==> config.mk <==
export PLATFORM = sky130hd
export DESIGN_NAME = ascon128_aead_encrypt_core
export DESIGN_NICKNAME = d
export VERILOG_FILES = /design/src/hdl/asc128_pkg.sv /design/src/hdl/ascon128_aead_encrypt_core.sv /design/src/hdl/asc128_front.sv /design/src/hdl/asc128_queue.sv /design/src/hdl/asc128_back.sv
export SDC_FILE = /design/constraint.sdc
export NUM_CORES = 2
export LEC_CHECK = 0
export ABC_AREA = 1
export BUFFER_PORTS_ARGS = -buffer_cell sky130_fd_sc_hd__buf_2
export CAP_MARGIN = 30
export CORE_MARGIN = 8
export CORE_UTILIZATION = 30
export DETAILED_ROUTE_END_ITERATION = 8
export PLACE_DENSITY_LB_ADDON = 0.3
export SETUP_SLACK_MARGIN = 0.1
export SLEW_MARGIN = 15
export SYNTH_ARGS = -nofsm -noshare
export SYNTH_HDL_FRONTEND = slang
export SYNTH_SLANG_ARGS = --single-unit
==> constraint.sdc <==
create_clock -name clk_i -period 11.3 [get_ports clk_i]
set_clock_uncertainty 0.1 [all_clocks]
set_input_delay 1.13 -clock clk_i [delete_from_list [all_inputs] [get_ports clk_i]]
set_output_delay 1.13 -clock clk_i [all_outputs]
set_load 0.02 [all_outputs]
==> src/hdl/asc128_pkg.sv <==
// shared types, constants and permutation functions for the ascon-128 encryption core
// no dependencies; used by every module in hdl
package asc128_pkg;

  localparam int INIT_ROUNDS = 12;
  localparam int DATA_ROUNDS = 6;

  // round index range of the shared round unit
  localparam logic [3:0] RC_FIRST_INIT = 4'd0;
  localparam logic [3:0] RC_FIRST_DATA = 4'(INIT_ROUNDS - DATA_ROUNDS);
  localparam logic [3:0] RC_LAST       = 4'(INIT_ROUNDS - 1);

  localparam logic [63:0] ASCON_IV = 64'h80400c0600000000;
  localparam logic [63:0] PAD_FULL = 64'h8000000000000000;
  localparam logic [3:0]  FULL_BYTES = 4'd8;

  // input command codes
  localparam logic [1:0] CMD_START = 2'd0;
  localparam logic [1:0] CMD_AD    = 2'd1;
  localparam logic [1:0] CMD_PT    = 2'd2;

  // result kinds
  localparam logic KIND_CT  = 1'b0;
  localparam logic KIND_TAG = 1'b1;

  // configuration register indexes
  localparam logic CFG_KEY_HIGH = 1'b0;
  localparam logic CFG_KEY_LOW  = 1'b1;

  typedef enum logic [1:0] {
    OP_START,
    OP_AD,
    OP_PT
  } op_e;

  typedef struct packed {
    logic [1:0]  cmd;
    logic [63:0] data_high;
    logic [63:0] data_low;
    logic [3:0]  byte_count;
    logic        last;
  } in_item_t;

  typedef struct packed {
    logic        kind;
    logic [63:0] out_high;
    logic [63:0] out_low;
    logic [3:0]  out_bytes;
    logic        end_of_run;
  } out_item_t;

  // classified job handed from front to back
  typedef struct packed {
    op_e         op;
    logic [63:0] nonce_high;
    logic [63:0] word;
    logic [3:0]  nbytes;
    logic        last;
  } job_t;

  typedef logic [4:0][63:0] state_t;

  function automatic logic [63:0] rotr(logic [63:0] v, int unsigned r);
    return (v >> r) | (v << (64 - r));
  endfunction

  // leading n bytes, n in 0..8
  function automatic logic [63:0] lead_mask(logic [3:0] n);
    logic [63:0] m;
    if (n >= FULL_BYTES) begin
      m = '1;
    end else begin
      m = ~({64{1'b1}} >> {n[2:0], 3'b000});
    end
    return m;
  endfunction

  // 10* pad bit right after the leading n bytes, n in 0..7
  function automatic logic [63:0] pad_bit(logic [2:0] n);
    return PAD_FULL >> {n, 3'b000};
  endfunction

  // one permutation round, idx selects the round constant
  function automatic state_t asc_round(state_t s, logic [3:0] idx);
    logic [63:0] x0, x1, x2, x3, x4;
    logic [63:0] t0, t1, t2, t3, t4;
    state_t r;
    x0 = s[0];
    x1 = s[1];
    x2 = s[2] ^ {56'd0, ~idx, idx};
    x3 = s[3];
    x4 = s[4];
    x0 = x0 ^ x4;
    x4 = x4 ^ x3;
    x2 = x2 ^ x1;
    t0 = ~x0 & x1;
    t1 = ~x1 & x2;
    t2 = ~x2 & x3;
    t3 = ~x3 & x4;
    t4 = ~x4 & x0;
    x0 = x0 ^ t1;
    x1 = x1 ^ t2;
    x2 = x2 ^ t3;
    x3 = x3 ^ t4;
    x4 = x4 ^ t0;
    x1 = x1 ^ x0;
    x0 = x0 ^ x4;
    x3 = x3 ^ x2;
    x2 = ~x2;
    r[0] = x0 ^ rotr(x0, 19) ^ rotr(x0, 28);
    r[1] = x1 ^ rotr(x1, 61) ^ rotr(x1, 39);
    r[2] = x2 ^ rotr(x2, 1) ^ rotr(x2, 6);
    r[3] = x3 ^ rotr(x3, 10) ^ rotr(x3, 17);
    r[4] = x4 ^ rotr(x4, 7) ^ rotr(x4, 41);
    return r;
  endfunction

endpackage

==> src/hdl/ascon128_aead_encrypt_core.sv <==
// top level of the ascon-128 authenticated encryption core
// depends on asc128_pkg, asc128_front, asc128_queue and asc128_back
//
// usage:
//   input channel (in_valid_i/in_ready_o, in_item_i) takes one beat per command:
//   start with the 128-bit nonce, associated-data words, plaintext words.
//   output channel (out_valid_o/out_ready_i, out_item_o) returns ciphertext
//   words and, after the last plaintext word, the 128-bit tag.
//   key registers are written through cfg_we_i/cfg_idx_i/cfg_data_i while idle.
// timing:
//   a two-entry queue decouples the front from the sequencer, so beats are
//   taken while the back end works. one permutation round per cycle on the
//   single round unit sets the pace unless the tag waits for the output
//   register: start runs the initialization permutation, each data word an
//   absorb plus six rounds, a full last associated data word one more padding
//   block. a ciphertext beat passes the queue, then the output register; the
//   tag follows the finalization permutation, after six more rounds for a full
//   last plaintext word. closing open associated data adds a padding block.
// reset:
//   clears the keys, the cipher state, the phase and the queue; no clearing pass.
// stall:
//   a result waits in the output register; the back end holds when it needs
//   that register, the queue fills and in_ready_o drops.
module ascon128_aead_encrypt_core (
  input  logic                  clk_i,
  input  logic                  rst_ni,
  // key configuration
  input  logic                  cfg_we_i,
  input  logic                  cfg_idx_i,
  input  logic [63:0]           cfg_data_i,
  // command beats
  input  logic                  in_valid_i,
  output logic                  in_ready_o,
  input  asc128_pkg::in_item_t  in_item_i,
  // result beats
  output logic                  out_valid_o,
  input  logic                  out_ready_i,
  output asc128_pkg::out_item_t out_item_o
);

  logic [63:0]      key_high_q;
  logic [63:0]      key_low_q;
  logic             q_full;
  logic             push;
  asc128_pkg::job_t push_job;
  logic             job_valid;
  asc128_pkg::job_t job;
  logic             pop;

  // key registers, one write per cycle
  always_ff @(posedge clk_i or negedge rst_ni) begin
    if (!rst_ni) begin
      key_high_q <= '0;
      key_low_q  <= '0;
    end else if (cfg_we_i) begin
      case (cfg_idx_i)
        asc128_pkg::CFG_KEY_HIGH: key_high_q <= cfg_data_i;
        asc128_pkg::CFG_KEY_LOW:  key_low_q  <= cfg_data_i;
        default: ;
      endcase
    end
  end

  // classify incoming beats
  asc128_front u_front (
    .in_valid_i (in_valid_i),
    .in_ready_o (in_ready_o),
    .in_item_i  (in_item_i),
    .q_full_i   (q_full),
    .push_o     (push),
    .job_o      (push_job)
  );

  // decoupling queue
  asc128_queue u_queue (
    .clk_i   (clk_i),
    .rst_ni  (rst_ni),
    .push_i  (push),
    .item_i  (push_job),
    .full_o  (q_full),
    .pop_i   (pop),
    .valid_o (job_valid),
    .item_o  (job)
  );

  // round sequencer and result register
  asc128_back u_back (
    .clk_i       (clk_i),
    .rst_ni      (rst_ni),
    .key_high_i  (key_high_q),
    .key_low_i   (key_low_q),
    .job_valid_i (job_valid),
    .job_i       (job),
    .pop_o       (pop),
    .out_valid_o (out_valid_o),
    .out_ready_i (out_ready_i),
    .out_item_o  (out_item_o)
  );

endmodule

==> src/hdl/asc128_front.sv <==
// front end: accepts input beats, classifies the command and normalizes the byte count
// depends on asc128_pkg; feeds asc128_queue
module asc128_front (
  input  logic                 in_valid_i,
  output logic                 in_ready_o,
  input  asc128_pkg::in_item_t in_item_i,
  input  logic                 q_full_i,
  output logic                 push_o,
  output asc128_pkg::job_t     job_o
);

  logic       known;
  logic [3:0] nsat;

  assign in_ready_o = !q_full_i;

  // short count only on the last word, anything above 8 saturates
  assign nsat = (in_item_i.byte_count > asc128_pkg::FULL_BYTES) ? asc128_pkg::FULL_BYTES
                                                                 : in_item_i.byte_count;

  always_comb begin
    known            = 1'b1;
    job_o.op         = asc128_pkg::OP_START;
    job_o.nonce_high = in_item_i.data_high;
    job_o.word       = in_item_i.data_low;
    job_o.nbytes     = in_item_i.last ? nsat : asc128_pkg::FULL_BYTES;
    job_o.last       = in_item_i.last;
    case (in_item_i.cmd)
      asc128_pkg::CMD_START: job_o.op = asc128_pkg::OP_START;
      asc128_pkg::CMD_AD:    job_o.op = asc128_pkg::OP_AD;
      asc128_pkg::CMD_PT:    job_o.op = asc128_pkg::OP_PT;
      default:               known = 1'b0;
    endcase
  end

  // unused command is taken and dropped
  assign push_o = in_valid_i && !q_full_i && known;

endmodule

==> src/hdl/asc128_queue.sv <==
// two-entry job queue between front and back
// depends on asc128_pkg
module asc128_queue (
  input  logic             clk_i,
  input  logic             rst_ni,
  input  logic             push_i,
  input  asc128_pkg::job_t item_i,
  output logic             full_o,
  input  logic             pop_i,
  output logic             valid_o,
  output asc128_pkg::job_t item_o
);

  asc128_pkg::job_t mem_q [2];
  logic       wr_ptr_q, wr_ptr_d;
  logic       rd_ptr_q, rd_ptr_d;
  logic [1:0] count_q, count_d;

  assign full_o  = (count_q == 2'd2);
  assign valid_o = (count_q != 2'd0);
  assign item_o  = mem_q[rd_ptr_q];

  always_comb begin
    wr_ptr_d = wr_ptr_q;
    rd_ptr_d = rd_ptr_q;
    count_d  = count_q;
    if (push_i) begin
      wr_ptr_d = !wr_ptr_q;
    end
    if (pop_i) begin
      rd_ptr_d = !rd_ptr_q;
    end
    if (push_i && !pop_i) begin
      count_d = count_q + 2'd1;
    end else if (pop_i && !push_i) begin
      count_d = count_q - 2'd1;
    end
  end

  always_ff @(posedge clk_i or negedge rst_ni) begin
    if (!rst_ni) begin
      wr_ptr_q <= 1'b0;
      rd_ptr_q <= 1'b0;
      count_q  <= 2'd0;
    end else begin
      wr_ptr_q <= wr_ptr_d;
      rd_ptr_q <= rd_ptr_d;
      count_q  <= count_d;
    end
  end

  always_ff @(posedge clk_i) begin
    if (push_i) begin
      mem_q[wr_ptr_q] <= item_i;
    end
  end

endmodule

==> src/hdl/asc128_back.sv <==
// back end: sequencer around one shared permutation round, phase tracking, result register
// depends on asc128_pkg; takes jobs from asc128_queue
module asc128_back (
  input  logic                  clk_i,
  input  logic                  rst_ni,
  input  logic [63:0]           key_high_i,
  input  logic [63:0]           key_low_i,
  input  logic                  job_valid_i,
  input  asc128_pkg::job_t      job_i,
  output logic                  pop_o,
  output logic                  out_valid_o,
  input  logic                  out_ready_i,
  output asc128_pkg::out_item_t out_item_o
);

  localparam logic ST_IDLE = 1'b0;
  localparam logic ST_PERM = 1'b1;

  localparam logic [1:0] PH_IDLE  = 2'd0;
  localparam logic [1:0] PH_START = 2'd1;
  localparam logic [1:0] PH_AD    = 2'd2;
  localparam logic [1:0] PH_PT    = 2'd3;

  localparam logic [2:0] POST_NONE   = 3'd0;
  localparam logic [2:0] POST_INIT   = 3'd1;
  localparam logic [2:0] POST_ADPAD  = 3'd2;
  localparam logic [2:0] POST_ADEND  = 3'd3;
  localparam logic [2:0] POST_PTFULL = 3'd4;
  localparam logic [2:0] POST_TAG    = 3'd5;

  logic                  st_q, st_d;
  logic [1:0]            phase_q, phase_d;
  logic [2:0]            post_q, post_d;
  logic [3:0]            rc_q, rc_d;
  asc128_pkg::state_t    x_q, x_d;
  asc128_pkg::state_t    rnd;
  logic                  out_valid_q, out_valid_d;
  asc128_pkg::out_item_t out_q, out_d;
  logic                  out_free;
  logic [63:0]           mask;
  logic [63:0]           xa0;
  logic                  short_word;

  assign out_free   = !out_valid_q || out_ready_i;
  assign rnd        = asc128_pkg::asc_round(x_q, rc_q);
  assign mask       = asc128_pkg::lead_mask(job_i.nbytes);
  assign xa0        = x_q[0] ^ (job_i.word & mask);
  assign short_word = (job_i.nbytes < asc128_pkg::FULL_BYTES);

  always_comb begin
    st_d        = st_q;
    phase_d     = phase_q;
    post_d      = post_q;
    rc_d        = rc_q;
    x_d         = x_q;
    pop_o       = 1'b0;
    out_valid_d = out_valid_q && !out_ready_i;
    out_d       = out_q;
    case (st_q)
      ST_IDLE: begin
        if (job_valid_i) begin
          case (job_i.op)
            asc128_pkg::OP_START: begin
              pop_o   = 1'b1;
              x_d[0]  = asc128_pkg::ASCON_IV;
              x_d[1]  = key_high_i;
              x_d[2]  = key_low_i;
              x_d[3]  = job_i.nonce_high;
              x_d[4]  = job_i.word;
              rc_d    = asc128_pkg::RC_FIRST_INIT;
              post_d  = POST_INIT;
              st_d    = ST_PERM;
            end
            asc128_pkg::OP_AD: begin
              pop_o = 1'b1;
              if (phase_q == PH_START || phase_q == PH_AD) begin
                x_d[0] = xa0 ^ (short_word ? asc128_pkg::pad_bit(job_i.nbytes[2:0]) : '0);
                rc_d    = asc128_pkg::RC_FIRST_DATA;
                phase_d = PH_AD;
                st_d    = ST_PERM;
                if (!job_i.last) begin
                  post_d = POST_NONE;
                end else if (short_word) begin
                  post_d = POST_ADEND;
                end else begin
                  post_d = POST_ADPAD;
                end
              end
            end
            asc128_pkg::OP_PT: begin
              if (phase_q == PH_IDLE) begin
                pop_o = 1'b1;
              end else if (phase_q == PH_AD) begin
                // close open associated data before the word is taken
                x_d[0] = x_q[0] ^ asc128_pkg::PAD_FULL;
                rc_d   = asc128_pkg::RC_FIRST_DATA;
                post_d = POST_ADEND;
                st_d   = ST_PERM;
              end else if (out_free) begin
                pop_o       = 1'b1;
                phase_d     = PH_PT;
                x_d[4]      = x_q[4] ^ {63'd0, (phase_q == PH_START)};
                out_valid_d = 1'b1;
                out_d.kind       = asc128_pkg::KIND_CT;
                out_d.out_high   = '0;
                out_d.out_low    = xa0 & mask;
                out_d.out_bytes  = job_i.nbytes;
                out_d.end_of_run = !job_i.last;
                st_d   = ST_PERM;
                x_d[0] = xa0;
                if (!job_i.last) begin
                  rc_d   = asc128_pkg::RC_FIRST_DATA;
                  post_d = POST_NONE;
                end else if (short_word) begin
                  x_d[0] = xa0 ^ asc128_pkg::pad_bit(job_i.nbytes[2:0]);
                  x_d[1] = x_q[1] ^ key_high_i;
                  x_d[2] = x_q[2] ^ key_low_i;
                  rc_d   = asc128_pkg::RC_FIRST_INIT;
                  post_d = POST_TAG;
                end else begin
                  rc_d   = asc128_pkg::RC_FIRST_DATA;
                  post_d = POST_PTFULL;
                end
              end
            end
            default: pop_o = 1'b1;
          endcase
        end
      end
      ST_PERM: begin
        if (rc_q != asc128_pkg::RC_LAST) begin
          x_d  = rnd;
          rc_d = rc_q + 4'd1;
        end else begin
          case (post_q)
            POST_INIT: begin
              x_d     = rnd;
              x_d[3]  = rnd[3] ^ key_high_i;
              x_d[4]  = rnd[4] ^ key_low_i;
              phase_d = PH_START;
              st_d    = ST_IDLE;
            end
            POST_ADPAD: begin
              x_d    = rnd;
              x_d[0] = rnd[0] ^ asc128_pkg::PAD_FULL;
              rc_d   = asc128_pkg::RC_FIRST_DATA;
              post_d = POST_ADEND;
            end
            POST_ADEND: begin
              x_d     = rnd;
              x_d[4]  = rnd[4] ^ 64'd1;
              phase_d = PH_PT;
              st_d    = ST_IDLE;
            end
            POST_PTFULL: begin
              x_d    = rnd;
              x_d[0] = rnd[0] ^ asc128_pkg::PAD_FULL;
              x_d[1] = rnd[1] ^ key_high_i;
              x_d[2] = rnd[2] ^ key_low_i;
              rc_d   = asc128_pkg::RC_FIRST_INIT;
              post_d = POST_TAG;
            end
            POST_TAG: begin
              // hold the last round until the result register frees up
              if (out_free) begin
                x_d         = rnd;
                out_valid_d = 1'b1;
                out_d.kind       = asc128_pkg::KIND_TAG;
                out_d.out_high   = rnd[3] ^ key_high_i;
                out_d.out_low    = rnd[4] ^ key_low_i;
                out_d.out_bytes  = asc128_pkg::FULL_BYTES;
                out_d.end_of_run = 1'b1;
                phase_d = PH_IDLE;
                st_d    = ST_IDLE;
              end
            end
            default: begin
              x_d  = rnd;
              st_d = ST_IDLE;
            end
          endcase
        end
      end
      default: st_d = ST_IDLE;
    endcase
  end

  assign out_valid_o = out_valid_q;
  assign out_item_o  = out_q;

  always_ff @(posedge clk_i or negedge rst_ni) begin
    if (!rst_ni) begin
      st_q        <= ST_IDLE;
      phase_q     <= PH_IDLE;
      post_q      <= POST_NONE;
      rc_q        <= asc128_pkg::RC_FIRST_INIT;
      x_q         <= '0;
      out_valid_q <= 1'b0;
    end else begin
      st_q        <= st_d;
      phase_q     <= phase_d;
      post_q      <= post_d;
      rc_q        <= rc_d;
      x_q         <= x_d;
      out_valid_q <= out_valid_d;
    end
  end

  always_ff @(posedge clk_i) begin
    out_q <= out_d;
  end

endmodule

==> results.cfg <==
[logic_synthesis]
synth_edf_count = 404
synth-seq-cells = 867
yosysUniqueCellTypes = 57
synth.top_cell.area_share = 0.188
async_flop_share = 0.534
synth_cells = 8859
synthTopCellsByArea = edfxtp_1, dfrtp_1, nand2_1, nand3_1, o21ai_0
ys.flop_type = dfrtp_1
yosys_warnings = 0
synth_fp_nets = 9201
synth.avg_cell_area_sq_um = 7.27
ys_seq_area_frac = 0.368
synth_top_area_cell = edfxtp_1
netlist_area_sq_um = 64400

[clock_tree]
cts-buffers-inserted = 109
h-tree-depth = 3
clk_pin_slew_ps = 60
cts_resized = 0
worstSkewPairLatency_ps = 820
root_buffer = clkbuf_16
post_cts_buffers = 0
postCtsHoldBufs = 0
cts_num_sinks = 867
cts_tree = built
cts_buffer_depth = 3

[worst_setup_path]
crit_slowest_cell = dfrtp_4
critical_path.startpoint = u_queue.rd_ptr_q$_DFFE_PN0P_
r2r_start = u_queue.rd_ptr_q$_DFFE_PN0P_
start_kind = register
crit_type = reg2reg
end_kind = register
critPathMaxStageDelay_ps = 740
path_max_fanout = 38
cp.arrival_ps = 6160
reg2reg_depth = 17
rrSetupSlack_ps = 5760
reg2reg_to = u_back.x_q[100]$_DFFE_PN0P_
cp_cell_sequence = inv_4 -> or2_1 -> o21ai_2 -> ha_4 -> inv_4 -> nor2_1 -> nand2_1 -> nand2_1 -> o21bai_1 -> nor2_2 -> o21ai_4 -> buf_4 -> buf_4 -> a41oi_1 -> o21ai_0 -> inv_1 -> a21oi_1
required_ps = 11920

[cells_and_area]
syn_to_final_growth_pct = 16.0
instances_no_fill = 12200
final_cell_area_sq_um = 74700
finalNetCount = 9577
drive_gt1_frac = 0.105

[hold_path]
hp-class = in2async

[outcome]
status = complete, no violations

[route]
wl_per_cell_microns = 36.3
wl_mm = 442
route.detailed.drc = 0
viasPerCell = 5.70
vias = 69500
ant_nets = 0
first_pass_iters = 6
drt_iter0_markers = 8989

[global_route]
grt_max_degree = 129
antenna_found_initial = 45
grt_pass1_wl_mm = 576
overflow = 0
grt_pass1_vias = 64300
grt_util_all_layers = 0.368

[die]
start_util = 0.301
fp.dieH_microns = 479
rows = 170
die_w_microns = 479
dieArea_sq_um = 230000
boundaryPins = 341
core_area_sq_um = 214000

[sta]
finalCritPeriodShare = 0.490
min_period_ps = 5540
hold_viol = 0
fin_setup_tns_ps = 0
worstMarginPinSlew_ps = 1230
slew_headroom = 0.175
grt_setup_unrepaired = no
setup_violations = 0
fmax_mhz = 180
final_max_slew_viol_count = 0

[placement]
portBuffers = 340
dp.cells = 11900
globalplace.congestion = 1.06
dpl.hpwl_mm = 353
dpl_cell_area_sq_um = 70700

[flow_run]
maxCapViolCount = 0
per-layer routing:
layer | vias up | share of wire | global-route usage
li1 | 30000 | - | -
met1 | 34400 | 0.40 | 0.471
met2 | 4125 | 0.43 | 0.557
met3 | 956 | 0.085 | 0.0703
met4 | 18 | 0.090 | 0.263
met5 | - | 0.00058 | 0
stage by stage:
stage | hold WS [ps] | util | setup WS [ps]
after floorplan | 349 | - | 3340
after global placement | 367 | 0.328 | 5950
after detailed placement | 372 | 0.331 | 5820
after CTS | 274 | 0.348 | 5820
after global routing | 272 | 0.349 | 5450
final | 229 | 0.349 | 5760
Yosys cell counts (31+ instances only):
cell type,n
o211ai_1,70
nor3_1,77
dfrtp_1,463
a21o_1,31
o21ai_1,55
inv_2,34
o21ai_0,801
a21oi_1,445
xor2_1,454
nand2_1,2429
buf_2,84
nand4_1,53
xnor2_1,332
a41oi_1,37
xor2_2,35
buf_1,38
nor2_1,569
inv_1,863
nand3_1,945
edfxtp_1,404
clkbuf_1,204
a22oi_1,44
ha_1,137
a211oi_1,52
kinds of logic (layout without fill, tap and decap cells):
| logic type | after synthesis | count (layout) | synth area share |
|---|---|---|---|
| adder cells (fa/ha/maj) | 137 | 137 | 0.0266 |
| XOR/XNOR | 844 | 844 | 0.122 |
| flip-flops | 867 | 867 | 0.368 |
| multiplexers | 6 | 6 | 0.000933 |
| AO/OA/AOI/OAI | 1605 | 1605 | 0.138 |
| other | 0 | 18 | 0 |
| buffers and inverters | 1238 | 1709 | 0.0748 |
| AND/OR/NAND/NOR | 4162 | 4162 | 0.269 |
state kept, by name, indices dropped and copies added (netlist names):
signal	flops
u_queue.mem_q	270
u_queue.count_q	2
u_back.post_q	3
u_back.st_q	1
u_queue.rd_ptr_q	1
key_low_q	64
u_back.out_item_o	134
u_back.out_valid_o	1
u_back.rc_q	4
u_back.x_q	320
u_back.phase_q	2
key_high_q	64
u_queue.wr_ptr_q	1
critical path, delay by kind of cell, from the launching register on:
kind,cells,cell delay [ps]
buffers and inverters,5,2020
and+or+nand+nor,5,980
AOI/OAI and AO/OA,6,860
DFF,1,740
adders and majority gates,1,620
worst max path at each step:
| stage | endpoint | slack (ps) | cells past startpoint |
|---|---|---|---|
| finish | u_back.x_q[100]$_DFFE_PN0P_ | 5760 | 17 |
| global route | u_back.x_q[100]$_DFFE_PN0P_ | 5450 | 17 |
| CTS | u_back.out_item_o[100]$_SDFFCE_PN0P_ | 5820 | 12 |
| detailed placement | u_back.out_item_o[110]$_SDFFCE_PN0P_ | 5820 | 12 |
| global placement | u_back.x_q[110]$_DFFE_PN0P_ | 5950 | 17 |
| floorplan | u_back.out_item_o[0]$_SDFFCE_PP1P_ | 3340 | 8 |
cell type report:
class / count / area, sq um
Antenna cell: 18 / 45.0
Clock buffer: 134 / 2910
Clock inverter: 72 / 836
Fill cell: 22900 / 139000
Inverter: 899 / 3400
Multi-Input combinational cell: 6754 / 36300
Sequential cell: 867 / 23700
Tap cell: 2838 / 3550
Timing Repair Buffer: 604 / 3950
layout by cell type (no fill, tap or decap), types with 20 or more instances in the layout:
master | netlist | routed
nand2_1 | 2429 | 2426
nand3_1 | 945 | 945
inv_1 | 863 | 861
o21ai_0 | 801 | 800
nor2_1 | 569 | 562
dfrtp_1 | 463 | 461
a21oi_1 | 445 | 445
xor2_1 | 454 | 444
edfxtp_1 | 404 | 404
buf_2 | 84 | 342
xnor2_1 | 332 | 296
buf_4 | 7 | 230
ha_1 | 137 | 136
clkbuf_16 | 0 | 112
nor3_1 | 77 | 77
o211ai_1 | 70 | 70
xnor2_2 | 23 | 59
o21ai_1 | 55 | 56
nand4_1 | 53 | 53
a211oi_1 | 52 | 52
xor2_2 | 35 | 45
a22oi_1 | 44 | 44
a41oi_1 | 37 | 37
a21o_1 | 31 | 31
inv_2 | 34 | 26
o21bai_1 | 23 | 23
nand2b_1 | 22 | 22
clkbuf_1 | 204 | 20
Power is not shown: default switching activity piles up to over one toggle a cycle in this logic, so the estimate is an artifact.
